<file path="src/sv/lpbd_pkg.sv">
package lpbd_pkg;

	localparam int FRAMES_DEF = 16;
	localparam int CFG_W      = 5;
	localparam int TABLE_W    = 10;
	localparam int PAGE_W     = 32;
	localparam int SLOT_W     = 4;
	localparam int TAG_W      = TABLE_W + PAGE_W;

	localparam logic [CFG_W-1:0] POOL_RESET = CFG_W'(16);

	typedef enum logic [3:0] {
		S_IDLE,
		S_SCAN,
		S_WALK,
		S_WNEXT,
		S_LREAD,
		S_UNLINK,
		S_PUSHA,
		S_PUSHB,
		S_DONE
	} lpbd_state_t;

	typedef struct packed {
		logic               hit;
		logic [SLOT_W-1:0]  frame_slot;
		logic               evicted;
		logic [TABLE_W-1:0] evicted_table;
		logic [PAGE_W-1:0]  evicted_page;
		logic               write_back;
		logic               no_victim;
		logic               fetch_needed;
	} lpbd_rsp_t;

endpackage

</file>
<file path="src/sv/lpbd_req_if.sv">
interface lpbd_req_if import lpbd_pkg::*; ();
	logic               valid;
	logic               ready;
	logic               kind;
	logic [TABLE_W-1:0] tbl_id;
	logic [PAGE_W-1:0]  page_number;
	logic               mark_dirty;

	modport source (output valid, kind, tbl_id, page_number, mark_dirty, input ready);
	modport sink (input valid, kind, tbl_id, page_number, mark_dirty, output ready);
endinterface

</file>
<file path="src/sv/lpbd_rsp_if.sv">
interface lpbd_rsp_if import lpbd_pkg::*; ();
	logic               valid;
	logic               ready;
	logic               hit;
	logic [SLOT_W-1:0]  frame_slot;
	logic               evicted;
	logic [TABLE_W-1:0] evicted_table;
	logic [PAGE_W-1:0]  evicted_page;
	logic               write_back;
	logic               no_victim;
	logic               fetch_needed;

	modport source (output valid, hit, frame_slot, evicted, evicted_table, evicted_page,
		write_back, no_victim, fetch_needed, input ready);
	modport sink (input valid, hit, frame_slot, evicted, evicted_table, evicted_page,
		write_back, no_victim, fetch_needed, output ready);
endinterface

</file>
<file path="src/sv/lpbd_ram.sv">
module lpbd_ram import lpbd_pkg::*; #(
	parameter int DEPTH = FRAMES_DEF,
	parameter int WIDTH = TAG_W
) (
	input  logic                     clk,
	input  logic                     we,
	input  logic [$clog2(DEPTH)-1:0] waddr,
	input  logic [WIDTH-1:0]         wdata,
	input  logic [$clog2(DEPTH)-1:0] raddr,
	output logic [WIDTH-1:0]         rdata
);

	logic [WIDTH-1:0] mem_q [DEPTH];
	logic [WIDTH-1:0] rdata_q;

	always_ff @(posedge clk) begin
		if (we) begin
			mem_q[waddr] <= wdata;
		end
		rdata_q <= mem_q[raddr];
	end

	assign rdata = rdata_q;

endmodule

</file>
<file path="src/sv/lru_page_buffer_directory_top.sv">
// A request is taken only when the directory is idle; one request is in flight at a time.
// The tag scan compares one frame a cycle and stops at the first hit or after the last frame.
// A lookup hit relinks its frame through LREAD, UNLINK, PUSHA and PUSHB, a fill through
// PUSHA and PUSHB; a victim walk passes WALK and WNEXT for each pinned frame, then relinks
// the victim like a hit. The result is loaded in DONE, which waits while a result is unread.
// Reset empties the directory at once and sets the pool size to sixteen frames.
module lru_page_buffer_directory_top import lpbd_pkg::*; #(
	parameter int MAX_FRAMES = FRAMES_DEF
) (
	input  logic             clk,
	input  logic             arst_n,
	input  logic             cfg_wr_en,
	input  logic [CFG_W-1:0] cfg_wr_data,
	lpbd_req_if.sink         req,
	lpbd_rsp_if.source       rsp
);

	localparam int SW = $clog2(MAX_FRAMES);
	localparam int PW = SW + 1;
	localparam int CW = $clog2(MAX_FRAMES + 1);
	localparam int KW = (CW > CFG_W) ? CW : CFG_W;
	localparam logic [PW-1:0] NIL  = {1'b1, {SW{1'b0}}};
	localparam logic [SW-1:0] LAST = SW'(MAX_FRAMES - 1);
	localparam logic [CW-1:0] MAXC = CW'(MAX_FRAMES);

	lpbd_state_t state_q, state_d;

	logic [CFG_W-1:0]      pool_q;
	logic                  kind_q;
	logic [TABLE_W-1:0]    tab_q;
	logic [PAGE_W-1:0]     pg_q;
	logic                  md_q;
	logic [CW-1:0]         cnt_q;
	logic                  cmp_vld_s1;
	logic [SW-1:0]         cmp_idx_s1;
	logic                  free_vld_q;
	logic [SW-1:0]         free_idx_q;
	logic [SW-1:0]         slot_q;
	logic [PW-1:0]         walk_q;
	logic [PW-1:0]         oldest_q;
	logic [PW-1:0]         newest_q;
	logic [CW-1:0]         used_q;
	logic [MAX_FRAMES-1:0] valid_q;
	logic [MAX_FRAMES-1:0] dirty_q;
	logic [MAX_FRAMES-1:0] pinned_q;
	lpbd_rsp_t             res_q;
	lpbd_rsp_t             out_q;
	logic                  out_vld_q;

	logic               accept;
	logic               issue;
	logic               hit_now;
	logic               last_now;
	logic [SW-1:0]      free_sel;
	logic [KW-1:0]      pool_k;
	logic [KW-1:0]      cap_k;
	logic               room;
	logic [SW-1:0]      walk_idx;
	logic               walk_nil;
	logic               walk_free;
	logic               out_load;

	logic [SW-1:0]      tag_raddr;
	logic               tag_we;
	logic [TAG_W-1:0]   tag_rdata;
	logic [SW-1:0]      nw_raddr;
	logic               nw_we;
	logic [SW-1:0]      nw_waddr;
	logic [PW-1:0]      nw_wdata;
	logic [PW-1:0]      nw_rdata;
	logic               od_we;
	logic [SW-1:0]      od_waddr;
	logic [PW-1:0]      od_wdata;
	logic [PW-1:0]      od_rdata;

	lpbd_ram #(.DEPTH(MAX_FRAMES), .WIDTH(TAG_W)) u_tag_ram (
		.clk   (clk),
		.we    (tag_we),
		.waddr (slot_q),
		.wdata ({tab_q, pg_q}),
		.raddr (tag_raddr),
		.rdata (tag_rdata)
	);

	lpbd_ram #(.DEPTH(MAX_FRAMES), .WIDTH(PW)) u_newer_ram (
		.clk   (clk),
		.we    (nw_we),
		.waddr (nw_waddr),
		.wdata (nw_wdata),
		.raddr (nw_raddr),
		.rdata (nw_rdata)
	);

	lpbd_ram #(.DEPTH(MAX_FRAMES), .WIDTH(PW)) u_older_ram (
		.clk   (clk),
		.we    (od_we),
		.waddr (od_waddr),
		.wdata (od_wdata),
		.raddr (slot_q),
		.rdata (od_rdata)
	);

	assign accept    = req.valid && req.ready;
	assign issue     = cnt_q < MAXC;
	assign hit_now   = cmp_vld_s1 && valid_q[cmp_idx_s1] && (tag_rdata == {tab_q, pg_q});
	assign last_now  = cmp_vld_s1 && (cmp_idx_s1 == LAST);
	assign free_sel  = free_vld_q ? free_idx_q : cmp_idx_s1;
	assign pool_k    = KW'(pool_q);
	assign cap_k     = (pool_k == '0) ? KW'(1) :
		((pool_k > KW'(MAX_FRAMES)) ? KW'(MAX_FRAMES) : pool_k);
	assign room      = KW'(used_q) < cap_k;
	assign walk_idx  = walk_q[SW-1:0];
	assign walk_nil  = walk_q[SW];
	assign walk_free = !walk_nil && !pinned_q[walk_idx];

	always_comb begin
		state_d = state_q;
		unique case (state_q)
			S_IDLE: begin
				if (req.valid) begin
					state_d = S_SCAN;
				end
			end
			S_SCAN: begin
				if (hit_now) begin
					state_d = kind_q ? S_DONE : S_LREAD;
				end else if (last_now) begin
					if (kind_q) begin
						state_d = S_DONE;
					end else begin
						state_d = room ? S_PUSHA : S_WALK;
					end
				end
			end
			S_WALK: begin
				if (walk_nil) begin
					state_d = S_DONE;
				end else if (walk_free) begin
					state_d = S_LREAD;
				end else begin
					state_d = S_WNEXT;
				end
			end
			S_WNEXT:  state_d = S_WALK;
			S_LREAD:  state_d = S_UNLINK;
			S_UNLINK: state_d = S_PUSHA;
			S_PUSHA:  state_d = S_PUSHB;
			S_PUSHB:  state_d = S_DONE;
			S_DONE: begin
				if (!out_vld_q || rsp.ready) begin
					state_d = S_IDLE;
				end
			end
			default:  state_d = S_IDLE;
		endcase
	end

	always_comb begin
		req.ready = 1'b0;
		tag_raddr = cnt_q[SW-1:0];
		tag_we    = 1'b0;
		nw_raddr  = walk_idx;
		nw_we     = 1'b0;
		nw_waddr  = slot_q;
		nw_wdata  = NIL;
		od_we     = 1'b0;
		od_waddr  = slot_q;
		od_wdata  = newest_q;
		out_load  = 1'b0;
		unique case (state_q)
			S_IDLE: begin
				req.ready = 1'b1;
			end
			S_LREAD: begin
				tag_raddr = slot_q;
				nw_raddr  = slot_q;
			end
			S_UNLINK: begin
				nw_we    = !od_rdata[SW];
				nw_waddr = od_rdata[SW-1:0];
				nw_wdata = nw_rdata;
				od_we    = !nw_rdata[SW];
				od_waddr = nw_rdata[SW-1:0];
				od_wdata = od_rdata;
			end
			S_PUSHA: begin
				tag_we = res_q.fetch_needed;
				nw_we  = 1'b1;
				od_we  = 1'b1;
			end
			S_PUSHB: begin
				nw_we    = !newest_q[SW];
				nw_waddr = newest_q[SW-1:0];
				nw_wdata = {1'b0, slot_q};
			end
			S_DONE: begin
				out_load = !out_vld_q || rsp.ready;
			end
			default: begin
			end
		endcase
	end

	always_ff @(posedge clk or negedge arst_n) begin
		if (!arst_n) begin
			state_q    <= S_IDLE;
			pool_q     <= POOL_RESET;
			used_q     <= '0;
			valid_q    <= '0;
			dirty_q    <= '0;
			pinned_q   <= '0;
			oldest_q   <= NIL;
			newest_q   <= NIL;
			out_vld_q  <= 1'b0;
			cmp_vld_s1 <= 1'b0;
			cnt_q      <= '0;
			free_vld_q <= 1'b0;
		end else begin
			state_q    <= state_d;
			cmp_vld_s1 <= (state_q == S_SCAN) && issue;
			if (cfg_wr_en) begin
				pool_q <= cfg_wr_data;
			end
			if (out_load) begin
				out_vld_q <= 1'b1;
			end else if (rsp.ready) begin
				out_vld_q <= 1'b0;
			end
			case (state_q)
				S_IDLE: begin
					cnt_q      <= '0;
					free_vld_q <= 1'b0;
				end
				S_SCAN: begin
					if (issue) begin
						cnt_q <= cnt_q + CW'(1);
					end
					if (cmp_vld_s1 && !valid_q[cmp_idx_s1]) begin
						free_vld_q <= 1'b1;
					end
					if (hit_now && kind_q) begin
						pinned_q[cmp_idx_s1] <= 1'b0;
					end
				end
				S_UNLINK: begin
					if (od_rdata[SW]) begin
						oldest_q <= nw_rdata;
					end
					if (nw_rdata[SW]) begin
						newest_q <= od_rdata;
					end
				end
				S_PUSHA: begin
					pinned_q[slot_q] <= 1'b1;
					if (res_q.fetch_needed) begin
						valid_q[slot_q] <= 1'b1;
						dirty_q[slot_q] <= md_q;
						if (!res_q.evicted) begin
							used_q <= used_q + CW'(1);
						end
					end else begin
						dirty_q[slot_q] <= dirty_q[slot_q] | md_q;
					end
				end
				S_PUSHB: begin
					if (newest_q[SW]) begin
						oldest_q <= {1'b0, slot_q};
					end
					newest_q <= {1'b0, slot_q};
				end
				default: begin
				end
			endcase
		end
	end

	always_ff @(posedge clk) begin
		cmp_idx_s1 <= cnt_q[SW-1:0];
		if (accept) begin
			kind_q <= req.kind;
			tab_q  <= req.tbl_id;
			pg_q   <= req.page_number;
			md_q   <= req.mark_dirty;
			res_q  <= '0;
		end
		case (state_q)
			S_SCAN: begin
				if (cmp_vld_s1 && !valid_q[cmp_idx_s1] && !free_vld_q) begin
					free_idx_q <= cmp_idx_s1;
				end
				if (hit_now) begin
					slot_q           <= cmp_idx_s1;
					res_q.hit        <= 1'b1;
					res_q.frame_slot <= SLOT_W'(cmp_idx_s1);
				end else if (last_now && !kind_q) begin
					if (room) begin
						slot_q             <= free_sel;
						res_q.frame_slot   <= SLOT_W'(free_sel);
						res_q.fetch_needed <= 1'b1;
					end else begin
						walk_q <= oldest_q;
					end
				end
			end
			S_WALK: begin
				if (walk_nil) begin
					res_q.no_victim <= 1'b1;
				end else if (walk_free) begin
					slot_q             <= walk_idx;
					res_q.frame_slot   <= SLOT_W'(walk_idx);
					res_q.evicted      <= 1'b1;
					res_q.write_back   <= dirty_q[walk_idx];
					res_q.fetch_needed <= 1'b1;
				end
			end
			S_WNEXT: begin
				walk_q <= nw_rdata;
			end
			S_UNLINK: begin
				if (res_q.evicted) begin
					res_q.evicted_table <= tag_rdata[TAG_W-1:PAGE_W];
					res_q.evicted_page  <= tag_rdata[PAGE_W-1:0];
				end
			end
			default: begin
			end
		endcase
		if (out_load) begin
			out_q <= res_q;
		end
	end

	assign rsp.valid         = out_vld_q;
	assign rsp.hit           = out_q.hit;
	assign rsp.frame_slot    = out_q.frame_slot;
	assign rsp.evicted       = out_q.evicted;
	assign rsp.evicted_table = out_q.evicted_table;
	assign rsp.evicted_page  = out_q.evicted_page;
	assign rsp.write_back    = out_q.write_back;
	assign rsp.no_victim     = out_q.no_victim;
	assign rsp.fetch_needed  = out_q.fetch_needed;

	a_used_matches_valid: assert property (@(posedge clk) disable iff (!arst_n)
		$countones(valid_q) == int'(used_q))
		else $error("occupancy count disagrees with the valid frames");

	a_ends_agree: assert property (@(posedge clk) disable iff (!arst_n)
		oldest_q[SW] == newest_q[SW])
		else $error("recency list has only one end");

	a_walk_on_valid: assert property (@(posedge clk) disable iff (!arst_n)
		(state_q == S_WALK) && !walk_nil |-> valid_q[walk_idx])
		else $error("victim walk reached an empty frame");

	a_result_after_done: assert property (@(posedge clk) disable iff (!arst_n)
		$rose(out_vld_q) |-> $past(state_q) == S_DONE)
		else $error("result raised outside the completion state");

endmodule
</file>
<file path="src/flat_wrapper.sv">
// flat-port wrapper written by rule: the top's interface ports become plain ports
module lru_page_buffer_directory_top_flat import lpbd_pkg::*;
#(
	parameter int MAX_FRAMES = FRAMES_DEF
)
  (clk, arst_n, cfg_wr_en, cfg_wr_data, req_valid, req_kind, req_tbl_id, req_page_number, req_mark_dirty, req_ready, rsp_valid, rsp_hit, rsp_frame_slot, rsp_evicted, rsp_evicted_table, rsp_evicted_page, rsp_write_back, rsp_no_victim, rsp_fetch_needed, rsp_ready);
  lpbd_req_if req_i ();
  lpbd_rsp_if rsp_i ();
  input  logic clk;
  input  logic arst_n;
  input  logic cfg_wr_en;
  input  logic [CFG_W-1:0] cfg_wr_data;
  input wire logic [$bits(req_i.valid)-1:0] req_valid;
  input wire logic [$bits(req_i.kind)-1:0] req_kind;
  input wire logic [$bits(req_i.tbl_id)-1:0] req_tbl_id;
  input wire logic [$bits(req_i.page_number)-1:0] req_page_number;
  input wire logic [$bits(req_i.mark_dirty)-1:0] req_mark_dirty;
  output wire logic [$bits(req_i.ready)-1:0] req_ready;
  output wire logic [$bits(rsp_i.valid)-1:0] rsp_valid;
  output wire logic [$bits(rsp_i.hit)-1:0] rsp_hit;
  output wire logic [$bits(rsp_i.frame_slot)-1:0] rsp_frame_slot;
  output wire logic [$bits(rsp_i.evicted)-1:0] rsp_evicted;
  output wire logic [$bits(rsp_i.evicted_table)-1:0] rsp_evicted_table;
  output wire logic [$bits(rsp_i.evicted_page)-1:0] rsp_evicted_page;
  output wire logic [$bits(rsp_i.write_back)-1:0] rsp_write_back;
  output wire logic [$bits(rsp_i.no_victim)-1:0] rsp_no_victim;
  output wire logic [$bits(rsp_i.fetch_needed)-1:0] rsp_fetch_needed;
  input wire logic [$bits(rsp_i.ready)-1:0] rsp_ready;
  assign req_i.valid = req_valid;
  assign req_i.kind = req_kind;
  assign req_i.tbl_id = req_tbl_id;
  assign req_i.page_number = req_page_number;
  assign req_i.mark_dirty = req_mark_dirty;
  assign req_ready = req_i.ready;
  assign rsp_valid = rsp_i.valid;
  assign rsp_hit = rsp_i.hit;
  assign rsp_frame_slot = rsp_i.frame_slot;
  assign rsp_evicted = rsp_i.evicted;
  assign rsp_evicted_table = rsp_i.evicted_table;
  assign rsp_evicted_page = rsp_i.evicted_page;
  assign rsp_write_back = rsp_i.write_back;
  assign rsp_no_victim = rsp_i.no_victim;
  assign rsp_fetch_needed = rsp_i.fetch_needed;
  assign rsp_i.ready = rsp_ready;
  lru_page_buffer_directory_top #(.MAX_FRAMES(MAX_FRAMES)) u_core (.clk(clk), .arst_n(arst_n), .cfg_wr_en(cfg_wr_en), .cfg_wr_data(cfg_wr_data), .req(req_i), .rsp(rsp_i));
endmodule
</file>
<file path="config.mk">
export PLATFORM = sky130hd
export DESIGN_NAME = lru_page_buffer_directory_top_flat
export DESIGN_NICKNAME = d
export VERILOG_FILES = /design/src/sv/lpbd_pkg.sv /design/src/sv/lpbd_req_if.sv /design/src/sv/lpbd_rsp_if.sv /design/src/sv/lpbd_ram.sv /design/src/sv/lru_page_buffer_directory_top.sv /design/src/flat_wrapper.sv
export SDC_FILE = /design/constraint.sdc
export NUM_CORES = 1
export LEC_CHECK = 0
export BUFFER_PORTS_ARGS = -buffer_cell sky130_fd_sc_hd__buf_2
export CORE_AREA = 2 2 276 278
export CTS_CLUSTER_DIAMETER = 150
export DETAILED_ROUTE_END_ITERATION = 6
export DIE_AREA = 0 0 278 280
export PLACE_DENSITY = 0.74
export SETUP_SLACK_MARGIN = 0.4
export SYNTH_ARGS = -nofsm -noshare
export SYNTH_HDL_FRONTEND = slang
export SYNTH_SLANG_ARGS = --single-unit
</file>
<file path="constraint.sdc">
create_clock -name clk -period 19.1 [get_ports clk]
set_input_delay 0.955 -clock clk [delete_from_list [all_inputs] [get_ports clk]]
set_output_delay 0.955 -clock clk [all_outputs]
set_load 0.1 [all_outputs]
</file>
Word level (Yosys, flattened, before mapping)
Memory sizes are Yosys's and may differ from the RTL's. A register that Yosys moved wholly into a read port is not among the register bits.
Index checks and enable logic that the tools add are counted.
{"block": "totals", "register_bits": 243, "ramBits": 832, "in_bits": 54, "out_inout_bits": 53, "elab_cells": 212, "n_memories": 3}
{"block": "op_classes", "n_addsub": 2, "n_lt_le_gt_ge": 8, "n_eq_ne": 26, "n_mux": 90, "bitwise": 6, "n_reduce_logical": 41}
{"memory": "u_core.u_tag_ram.mem_q", "words": 16, "word_bits": 42, "rd": 1, "rd_clocked_by_memory_dff": 1, "write_ports": 1, "line": "lpbd_ram.sv:13", "source": "logic [WIDTH-1:0] mem_q [DEPTH];"}
{"memory": "u_core.u_newer_ram.mem_q", "words": 16, "word_bits": 5, "rd": 1, "rd_clocked_by_memory_dff": 1, "write_ports": 1, "line": "lpbd_ram.sv:13"}
{"memory": "u_core.u_older_ram.mem_q", "words": 16, "word_bits": 5, "rd": 1, "rd_clocked_by_memory_dff": 1, "write_ports": 1, "line": "lpbd_ram.sv:13"}
{"op": "$mux W42", "count": 2}
{"op": "$mux W4", "count": 19}
{"op": "$mux W5", "count": 12}
{"op": "$mux W51", "count": 1}
{"op": "$pmux W5 S2", "count": 5}
{"op": "$eq A42 B42 Y1", "count": 1}
{"op": "$pmux W4 S9", "count": 1}
{"op": "$bwmux W16", "count": 2}
{"op": "$mux W16", "count": 2}
{"op": "$or A16 B16 Y16", "count": 2}
{"op": "$pmux W16 S2", "count": 1}
{"op": "$mux W1", "count": 29}
{"op": "$pmux W4 S2", "count": 3}
{"op": "$ne A2 B2 Y1 const B", "count": 9}
{"op": "$and A16 B16 Y16", "count": 1}
{"op": "$bmux W1 S4", "count": 4}
{"op": "$eq A4 B3 Y1 const B", "count": 4}
{"op": "$not A16 Y16", "count": 1}
{"op": "$lt A4 B5 Y1 const B", "count": 3}
{"op": "$logic_and A1 B1 Y1", "count": 12}
{"op": "$reduce_and A2 Y1", "count": 6}
{"op": "$reduce_bool A2 Y1", "count": 6}
{"op": "$add A5 B1 Y5 const B", "count": 2}
{"op": "$logic_not A1 Y1", "count": 9}
{"op": "other kinds (23)", "count": 36}

Depth between registers and ports, before layout
{"block": "logic_depth", "depth_word": 9, "depth_mapped": 10, "ltp_nobuf": 9}

Modules after synthesis
A second synthesis with hierarchy kept.
{"block": "unflattened", "cells_unflattened": 2290, "hier_area_um2": 42796.0}
{"module": "lpbd_ram at u_core.u_tag_ram", "n_inst": 1, "cells_each": 1092, "area_per_inst_um2": 26058.7, "seq_area_each_um2": 21020.2}
{"module": "lru_page_buffer_directory_top", "n_inst": 1, "cells_each": 888, "area_per_inst_um2": 10311.1, "seq_area_each_um2": 6349.8}
{"module": "lpbd_ram at u_core.u_newer_ram ...", "n_inst": 2, "cells_each": 155, "area_per_inst_um2": 3213.1, "seq_area_each_um2": 2502.4}

Worst setup path before layout
No wires, ideal clock.
{"block": "synth_path", "path_kind": "register to register", "start": "register u_core.slot_q[0]", "end": "register u_core.valid_q[3]", "setup_time_ps": 90, "t_arrival_ps": 6016, "required_ps": 19010, "path_slack_ps": 12994, "stages_incl_launch_ff": 7, "path_buffers": 3, "synth_period_minus_slack_ps": 6106, "path_cell_list": "edfxtp_1 -> buf_2 -> buf_2 -> buf_1 -> nand3_1 -> nor4_1 -> or2_2"}
{"block": "synth_between", "elab_chain_cells": 5, "word_cells_on_any_way": 6, "cone_classes": "2 x order compare; 2 x mux; 1 x bitwise; 1 x reduce/logical"}
{"item": "start, declared", "line": "lru_page_buffer_directory_top.sv:38", "source": "logic [SW-1:0] slot_q;"}
{"item": "start signal, assigned", "line": "lru_page_buffer_directory_top.sv:292", "source": "slot_q <= cmp_idx_s1;"}
{"item": "start signal, assigned", "line": "lru_page_buffer_directory_top.sv:297", "source": "slot_q <= free_sel;"}
{"item": "start signal, assigned", "line": "lru_page_buffer_directory_top.sv:309", "source": "slot_q <= walk_idx;"}
{"item": "$lt A4 B5 Y1 (not written as such) / $ge A4 B1 Y1 (equally long branches)", "line": "lru_page_buffer_directory_top.sv:256", "source": "valid_q[slot_q] <= 1'b1;"}
{"item": "$logic_and A1 B1 Y1 (not written as such)", "line": "lru_page_buffer_directory_top.sv:256"}
{"item": "$mux W1 (not written as such)", "line": "lru_page_buffer_directory_top.sv:256"}
{"item": "$demux W1 S4 *"}
{"item": "$or A16 B16 Y16 (no line) *"}
{"item": "end signal, assigned", "line": "lru_page_buffer_directory_top.sv:209", "source": "valid_q <= '0;"}
{"item": "end signal, assigned by index", "line": "lru_page_buffer_directory_top.sv:256"}
{"item": "end, declared", "line": "lru_page_buffer_directory_top.sv:43", "source": "logic [MAX_FRAMES-1:0] valid_q;"}
Mark *: on every way between the ends. The rest lies on a longest branch, timed or not.
A chain may end at the register's enable or synchronous reset.

Worst setup path after layout
{"block": "layout_path", "start": "register u_core.state_q[1]", "end": "register u_core.u_tag_ram.rdata_q[28] (netlist: u_core.u_tag_ram.rdata[28]) (read register of u_core.u_tag_ram.mem_q)"}
{"block": "layout_between", "elab_chain_cells": 2}
{"item": "start, declared", "line": "lru_page_buffer_directory_top.sv:26", "source": "lpbd_state_t state_q, state_d;"}
{"item": "start signal, assigned", "line": "lru_page_buffer_directory_top.sv:219", "source": "state_q <= state_d;"}
{"item": "$eq A4 B3 Y1", "line": "lru_page_buffer_directory_top.sv:170", "source": "unique case (state_q)"}
{"item": "$mux W4", "line": "lru_page_buffer_directory_top.sv:170"}
{"item": "end, declared", "line": "lpbd_ram.sv:14", "source": "logic [WIDTH-1:0] rdata_q;"}
Every way passes these cells.

==> summary.txt <==
================================================================================
Result of the run                                                   complete, no violations
CORE AREA                                                             75,200 µm²
Maximum resistive drop on vdd                                         0.000103 V
Count of flip-flops with a built-in enable after synthesis                   940
Arrival time worst endpoint                                              5.74 ns
Final Max Slew Viols                                                           0
Number of rows created at floorplan                                          101
First-pass GRT wire length                                                144 mm
Final net count                                                            2,529
Total gr overflow                                                              0
Routed WL per cell                                                       27.4 µm
Die Y                                                                     280 µm
Largest net degree at the start of global routing                             82
Number of buffers inserted by post-CTS setup repair                            0
Master cell of the clock root buffer                                sky130_fd_sc_hd__clkbuf_16
Quantity of hold-fixing buffers added after cts                                0
Final wirelength                                                         97.1 mm
Primary FF master, synth                                            sky130_fd_sc_hd__edfxtp_1
Worst-margin pin slew                                                    1.15 ns
Crit path time final                                                     5.23 ns
RSZ-0062 raised after global routing                                          no
Antenna diode count                                                            0
Tcrit/Tclk final                                                           0.274
Final hold violation count                                                     0
Worst min path class                                                     reg2reg
Clock tree skew after final layout                                     0.0426 ns
Fraction of registers with async set or reset after synthesis             0.0710
List of most frequent post-synthesis cells                          sky130_fd_sc_hd__edfxtp_1, sky130_fd_sc_hd__mux4_2, sky130_fd_sc_hd__nand2_1, sky130_fd_sc_hd__dfxtp_1, sky130_fd_sc_hd__nor2_1
Global Route Usage Sum                                                     0.251
Die footprint                                                         77,800 µm²
Initial detailed-routing violation count                                   2,536
Post-synthesis to final-layout area growth                                 12.2%
Setup total negative slack                                                  0 ns
Area of the mapped netlist                                            43,100 µm²
Area leader, netlist                                                sky130_fd_sc_hd__edfxtp_1
Fraction of layout cells with a size suffix above 1                        0.241
Smallest hold slack                                                     0.431 ns
Number of maximum-capacitance violations                                       0
Number of global-route vias before repair                                 22,800
Dominant cells by area after synthesis                              sky130_fd_sc_hd__edfxtp_1, sky130_fd_sc_hd__mux4_2, sky130_fd_sc_hd__dfxtp_1
Sort of element at the start of the critical path                       register
Clock-pin slew on the worst setup and hold paths                         0.06 ns
H-tree lvl count                                                               3
Count of vias placed by the detailed router                               22,500
Reg2Reg Setup Slack                                                     13.87 ns
Critical Path End Type                                                  register
Number of buffers inserted during clock tree synthesis                       108
Count of mapped cells out of synthesis                                     2,334
Leakage power                                                            16.2 nW
Number of vias per cell                                                     6.36
Cell with the most instances after synthesis                        sky130_fd_sc_hd__edfxtp_1
Cell Count Post-Placement                                                  3,337
Clock Tree Buf Depth                                                           3
Clock tree from TritonCTS                                                    yes
TritonCTS sink count                                                       1,127
Maximum clock frequency                                                  191 MHz
Final routed DRC violation total                                               0
Worst setup path category                                                reg2reg
Area share of the largest cell type after synthesis                        0.655
YS warnings                                                                    0
Critical Path Fanout Max                                                      41
Post-synthesis register bit count                                          1,127
Later-pin clock latency in the skew report                               0.69 ns
Starting Density                                                           0.573
Final cell count without fillers                                           3,542
Number of different library cells in the post-synthesis netlist               59
Power per standard cell area                                          142 nW/µm²
Detailed Routing Iterations Pass 1                                             7
# setup viols final                                                            0
CTS-repair resized insts                                                       0
CP Data Required Time                                                   19.61 ns
Number of antenna violations at the first check in global routing              0
IO buf count                                                                 106
Routability congestion estimate                                            0.832
Average cell area after synthesis                                       18.5 µm²
Number of ports placed on the die boundary                                   107
Post-detailed-route count of antenna-violating nets                            0
Die Wd                                                                    278 µm
Headroom to the max-slew limit                                             0.219
Placed wire-length estimate after detailed placement                     51.9 mm
Proportion of synthesized chip area in sequential cells                    0.752
Total nets after synthesis                                                 2,394
================================================================================
area by class of cell:
cell class	count	area (µm²)
clock buffers	142	2900
clock inverters	63	659
fillers	5005	26900
inverters	13	48.8
multi-input cells	1073	10300
flip-flops and latches	1127	32400
well taps	978	1220
repair buffers	146	833
layout by cell type (no fill, tap or decap), types with 32 or more instances in the layout:
master,netlist,layout
sky130_fd_sc_hd__buf_2,24,105
sky130_fd_sc_hd__mux2_2,32,32
sky130_fd_sc_hd__a211oi_1,53,53
sky130_fd_sc_hd__buf_4,10,41
sky130_fd_sc_hd__a31oi_1,63,63
sky130_fd_sc_hd__mux4_2,230,230
sky130_fd_sc_hd__edfxtp_1,940,940
sky130_fd_sc_hd__nor2_1,94,94
sky130_fd_sc_hd__clkbuf_16,0,109
sky130_fd_sc_hd__o21ai_0,60,59
sky130_fd_sc_hd__dfxtp_1,107,107
sky130_fd_sc_hd__nand2_1,230,229
sky130_fd_sc_hd__dfrtp_1,77,77
sky130_fd_sc_hd__and2_1,52,51
power breakdown:
| group | internal, mW | switching (mW) | leakage, nW |
|---|---|---|---|
| Combinational | 0.625 | 0.924 | 4.06 |
| Clock | 1.21 | 0.906 | 1.74 |
| Sequential | 2.96 | 0.224 | 10.4 |
stage by stage:
stage | setup slack, ns | total power, mW | utilization | area (µm²)
floorplan | 12.99 | 4.32 | - | 43100
global placement | 13.94 | 4.74 | 0.595 | 44800
detailed placement | 13.80 | 4.79 | 0.595 | 44800
CTS | 13.79 | 6.89 | 0.643 | 48300
global route | 13.47 | 7.10 | 0.643 | 48300
finish | 13.87 | 6.85 | 0.643 | 48300
path summary, 6_finish.rpt:
kind,end,startpoint,depth (start not counted)
worst max register to register,u_core.u_tag_ram.rdata[28]$_DFF_P_,u_core.state_q[1]$_DFFE_PN0P_,10
min in group asynchronous,u_core.free_vld_q$_DFFE_PN0P_,arst_n,1
worst max-delay path,u_core.u_tag_ram.rdata[28]$_DFF_P_,u_core.state_q[1]$_DFFE_PN0P_,10
max in group asynchronous,u_core.oldest_q[0]$_DFFE_PN0P_,arst_n,1
worst min-delay path,u_core.rsp.evicted_table[1]$_DFFE_PP_,u_core.res_q[36]$_DFF_P_,0
worst min register to register,u_core.rsp.evicted_table[1]$_DFFE_PP_,u_core.res_q[36]$_DFF_P_,0
critical path, stage by stage (launching register included):
cell and delay [ns]:
sky130_fd_sc_hd__dfrtp_1 0.67, sky130_fd_sc_hd__nor4b_4 0.37, sky130_fd_sc_hd__buf_4 0.30, sky130_fd_sc_hd__mux2i_4 0.27, sky130_fd_sc_hd__buf_4 0.69, sky130_fd_sc_hd__buf_4 0.77, sky130_fd_sc_hd__buf_4 0.76, sky130_fd_sc_hd__mux4_2 0.59
sky130_fd_sc_hd__and2_1 0.18, sky130_fd_sc_hd__a211oi_1 0.27, sky130_fd_sc_hd__a31oi_1 0.09
state kept, by name, indices dropped and copies added, names as in the netlist, 16 cells and up:
| name | flops |
|---|---|
| u_core.u_tag_ram.mem_q | 672 |
| u_core.u_newer_ram.mem_q | 80 |
| u_core.pg_q | 32 |
| u_core.u_tag_ram.rdata | 42 |
| u_core.pinned_q | 16 |
| u_core.valid_q | 16 |
| u_core.res_q | 51 |
| u_core.rsp.evicted_page | 32 |
| u_core.u_older_ram.mem_q | 80 |
| u_core.dirty_q | 16 |
per-layer routing:
layer | vias up | wire (µm) | share of wire | GRT usage
li1 | 9516 | - | - | -
met1 | 11700 | 37300 | 0.38 | 0.336
met2 | 1081 | 48900 | 0.50 | 0.423
met3 | 223 | 7130 | 0.073 | 0.0345
met4 | 0 | 3720 | 0.038 | 0.101
met5 | - | 0 | 0 | 0
cells by family after synthesis:
| kind of cell | Yosys count | share of synthesized area |
|---|---|---|
| XOR/XNOR | 48 | 0.00976 |
| multiplexers | 289 | 0.135 |
| flip-flops | 1127 | 0.752 |
| AO/OA/AOI/OAI | 240 | 0.0361 |
| buffers and inverters | 134 | 0.0134 |
| adder cells (fa/ha/maj) | 6 | 0.00174 |
| AND/OR/NAND/NOR | 490 | 0.0524 |
No activity file was read; power rests on OpenSTA's default activity.
